==> src/design/sorted_key_value_table_defines.svh <==
// Assertion macros for the sorted key/value table.
`ifndef SORTED_KEY_VALUE_TABLE_DEFINES_SVH
`define SORTED_KEY_VALUE_TABLE_DEFINES_SVH
`ifndef SYNTHESIS
`define SKV_ASSERT_IMP(label, clk, rst_n, ante, cons) \
    label: assert property (@(posedge clk) disable iff (!rst_n) (ante) |-> (cons)) \
        else $error("assertion failed");
`define SKV_ASSERT_NXT(label, clk, rst_n, ante, cons) \
    label: assert property (@(posedge clk) disable iff (!rst_n) (ante) |=> (cons)) \
        else $error("assertion failed");
`else
`define SKV_ASSERT_IMP(label, clk, rst_n, ante, cons)
`define SKV_ASSERT_NXT(label, clk, rst_n, ante, cons)
`endif
`endif

==> src/design/skvt_pkg.sv <==
// Shared types and codes for the sorted key/value table.
package skvt_pkg;
    typedef enum logic [3:0] {
        ACT_INSERT = 4'd0, ACT_LOOKUP = 4'd1, ACT_UPDATE = 4'd2, ACT_UPD_RANGE = 4'd3,
        ACT_DELETE = 4'd4, ACT_DEL_RANGE = 4'd5, ACT_READ_RANGE = 4'd6, ACT_MIN = 4'd7,
        ACT_MAX = 4'd8, ACT_ALL = 4'd9
    } t_action;

    localparam logic [1:0] ST_OK       = 2'd0;
    localparam logic [1:0] ST_NOTFOUND = 2'd1;
    localparam logic [1:0] ST_FULL     = 2'd2;

    // Shared comparator request and answer
    typedef struct packed {
        logic [63:0] a;
        logic [63:0] b;
    } t_cmp_req;

    typedef struct packed {
        logic lt;
        logic eq;
    } t_cmp_rsp;
endpackage

==> src/design/skvt_cmp.sv <==
// Shared 64-bit magnitude comparator used by every binary search step.
module skvt_cmp
    import skvt_pkg::*;
(
    input  t_cmp_req i_req,
    output t_cmp_rsp o_rsp
);
    always_comb begin
        o_rsp.lt = i_req.a < i_req.b;
        o_rsp.eq = i_req.a == i_req.b;
    end
endmodule

==> config.mk <==
export PLATFORM = sky130hd
export DESIGN_NAME = skvt_cmp
export DESIGN_NICKNAME = d
export VERILOG_FILES = /design/src/design/sorted_key_value_table_defines.svh /design/src/design/skvt_pkg.sv /design/src/design/skvt_cmp.sv
export SDC_FILE = /design/constraint.sdc
export NUM_CORES = 1
export LEC_CHECK = 0
export BUFFER_PORTS_ARGS = -buffer_cell sky130_fd_sc_hd__buf_2
export CORE_MARGIN = 2
export CORE_UTILIZATION = 35
export DETAILED_ROUTE_END_ITERATION = 10
export PLACE_DENSITY = 0.76
export SLEW_MARGIN = 20
export SYNTH_ARGS = -nofsm -noshare
export SYNTH_HDL_FRONTEND = slang
export SYNTH_SLANG_ARGS = --single-unit
==> constraint.sdc <==
create_clock -name vclk -period 3.2
set_clock_uncertainty 0.1 [all_clocks]
set_input_delay 0.8 -clock vclk [all_inputs]
set_output_delay 0.8 -clock vclk [all_outputs]
set_load 0.005 [all_outputs]
* Word-level counts from Yosys, hierarchy flattened
Index checks and enable logic that the tools add are counted.
Operators by class: $lt $le $gt $ge 1, equal/unequal tests 1
Operators with widths (number):
- 64-bit equality test | 1
- 64-bit less-than comparator | 1
Storage, ports and cells: word-level logic and storage cells 2, bits in registers 0

* Logic depth before layout (Yosys ltp)
depth in word-level cells 1, depth in mapped cells 7, mapped depth without buffers 7

* Worst setup path before layout
Ideal clock, no wire load.
kind input-to-output, start in i_req[60] in the netlist's numbering, end out o_rsp[1] in the netlist's numbering, slack 0.252 ns, data arrival time 2.048 ns, cell stages on the path 7, path buffers 0, data required time 2.300 ns, cells stage by stage inv_1 -> ha_1 -> and2_4 -> and4_1 -> and3_1 -> a2bb2oi_2 -> nor4_2
RTL lines:
- from (decl) | line skvt_cmp.sv:5 | input t_cmp_req i_req,
- to (decl) | line skvt_cmp.sv:6 | output t_cmp_rsp o_rsp

==> impl_results.md <==
- Startpoint class of the critical path: input pin
- Drt first pass iters: 4
- Rel. slew slack: 0.814
- Area delta synth->final: 70.3%
- Seq/Total Area, Yosys: 0
- Final worst path period share: 1.02
- Most common cell after layout, fill and taps aside: buf_2
- Critical path fanouts, max: 2
- Synth unique cells: 33
- Routability congestion estimate: 0.791
- Initial antenna violation count: 0
- WP buf/inv: 3
- Detailed placer's ending HPWL: 4.29 mm
- Cell taking the most area after synthesis: ha_1
- Setup ws final: -0.0543 ns
- FFs & Latches: 0
- Post-route ant nets: 0
- Chip height: 73.5 um
- Die Footprint: 5400 um^2
- CP Data Required Time: 2.30 ns
- Post-synthesis cell area: 1690 um^2
- Syn avg cell area: 7.25 um^2
- Iter 0 DRT Violations: 28
- I/O Buffers: 130
- Crit-path slowest cell: ha_1
- Max-slew violations: 0
- Final nets: 569
- Clock buf count: 0
- Post-Syn Instances: 233
- Die X: 73.5 um
- Max Cap Viol: 0
- YS warnings: 0
- Final WL: 5.77 mm
- Row count: 25
- Critical path arrival: 2.35 ns
- Power Density: 123 nW/um^2
- Diodes inserted: 0
- Vias per inst: 5.02
- Final setup vio count: 1
- Post-route design area: 2880 um^2
- WS Path Type: in2out
- Area contributors post-synth: ha_1 (47%), inv_1 (15%), a21oi_1 (6.8%), nand4_1 (5.2%), nand2_1 (3.3%)
- Crit path top cell by count: buf_2
- CP Cell Sequence: buf_2, inv_1, ha_1, a21oi_2, o21ai_0, a221oi_2, a31oi_1, nor4_2, buf_2
- FF+latch area: 0 um^2
- Fmax: 307 MHz
- Fin. Hold Viols: 0
- Pin count of the biggest net entering global routing: 5
- Number of global-route vias before repair: 2183
- Setup TNS: -0.0543 ns
- Gr usage total: 0.185
- Post-placement cell area: 2470 um^2
- Initial Utilization: 0.360
- RSZ-0062 raised after global routing: true
- Vias: 2154
- Yosys top cell area share: 0.474
- Global-route wire length before repair: 8.25 mm
- Top-Level Pins: 130
- Status: complete, but fails checks
- Min Tclk post-route: 3.25 ns
- Syn Nets: 425
- Finished Core Util: 0.613
- Final hold slack: 2.11 ns
- # DRC: 0
- VDD IR max: 0.0000501 V
- Worst-Margin Slew: 0.278 ns
- Post-DR wirelength/cell: 13.5 um
- Most frequent cells in the layout: buf_2 (113), inv_1 (55), ha_1 (47), a21oi_1 (20)
- Slowest stage delay, CP: 0.33 ns
- Worst min path class: in2out
- Critical path endpoint category: output pin
- Delay-heaviest family, CP: compound AO/OA/AOI/OAI gates
- P_leak: 1.65 nW
- Gr ovfl total: 0
- Failing checks: negative setup slack
- Core area: 4690 um^2
- Share of cells above drive strength 1: 0.499
-- logic make-up (layout without fill, tap and decap cells) --
kind of cell | after synthesis | after routing | synth area share
buffers and inverters | 66 | 208 | 0.147
adder cells (fa/ha/maj) | 64 | 64 | 0.474
AO/OA/AOI/OAI | 49 | 49 | 0.190
AND/OR/NAND/NOR | 54 | 54 | 0.189
-- power by group --
part / switching, mW / leakage [nW] / internal, mW / total [mW]
Combinational: 0.161 / 1.65 / 0.191 / 0.352
Sequential: 0 / 0 / 0 / 0
Clock: 0 / 0 / 0 / 0
Total: 0.161 / 1.65 / 0.191 / 0.352
-- metal layers --
metal,part of all wire,up-vias,wire length [um],track usage
met5,0,-,0,0
met4,0.018,0,104,0.0222
met3,0.090,8,517,0.0288
met2,0.54,94,3090,0.408
met1,0.36,946,2060,0.175
li1,-,1106,-,-
-- cell type report --
class | count | area [um^2]
fillers | 403 | 1820
inverters | 66 | 250
multi-input cells | 167 | 1710
well taps | 54 | 67.6
repair buffers | 142 | 847
-- worst paths after layout --
kind,start,endpoint,slack [ns],cells after the start
max,i_req[33],o_rsp[1],-0.05,9
min,i_req[79],o_rsp[1],2.11,6
-- worst min-delay path, stage by stage --
cell     delay [ns]
buf_2          0.09
ha_1           0.13
a21oi_1        0.05
a31oi_2        0.16
nor4_2         0.06
buf_2          0.13
-- repair_timing --
item | CTS | global route
hold buffers | 0 | 0
buffers inserted | 3 | 1
endpoints found under the setup margin | 2 | 2
gates resized for setup | 37 | 19
pin swaps | 24 | 10
-- synth_stat cells --
master / number
nand2b_1: 1
and4_1: 1
a31oi_1: 2
o211ai_1: 1
a2111oi_4: 1
nand2_1: 15
or4_1: 1
a2111o_1: 1
o21a_1: 1
a21oi_2: 1
nor2_1: 5
nor2b_1: 1
nor4_2: 2
o21ai_1: 1
and3_1: 1
nand3_1: 5
and2_4: 1
a211oi_1: 1
o22ai_1: 1
inv_1: 66
a21o_1: 2
a2bb2oi_1: 1
a2bb2oi_2: 1
ha_1: 64
nand4_1: 14
nor4_1: 1
a221oi_1: 3
o21ai_0: 8
a21oi_1: 23
nor3_1: 3
a22oi_1: 1
nor3_4: 1
nand4_2: 2
-- per-stage QoR --
step	worst slack [ns]	instances	total power [mW]
floorplan	0.252	233	0.156
global placement	-0.147	425	0.270
detailed placement	-0.168	425	0.280
CTS	-0.00720	428	0.324
global route	-0.206	429	0.399
finish	-0.0543	429	0.352
(Power assumes the default switching activity.)
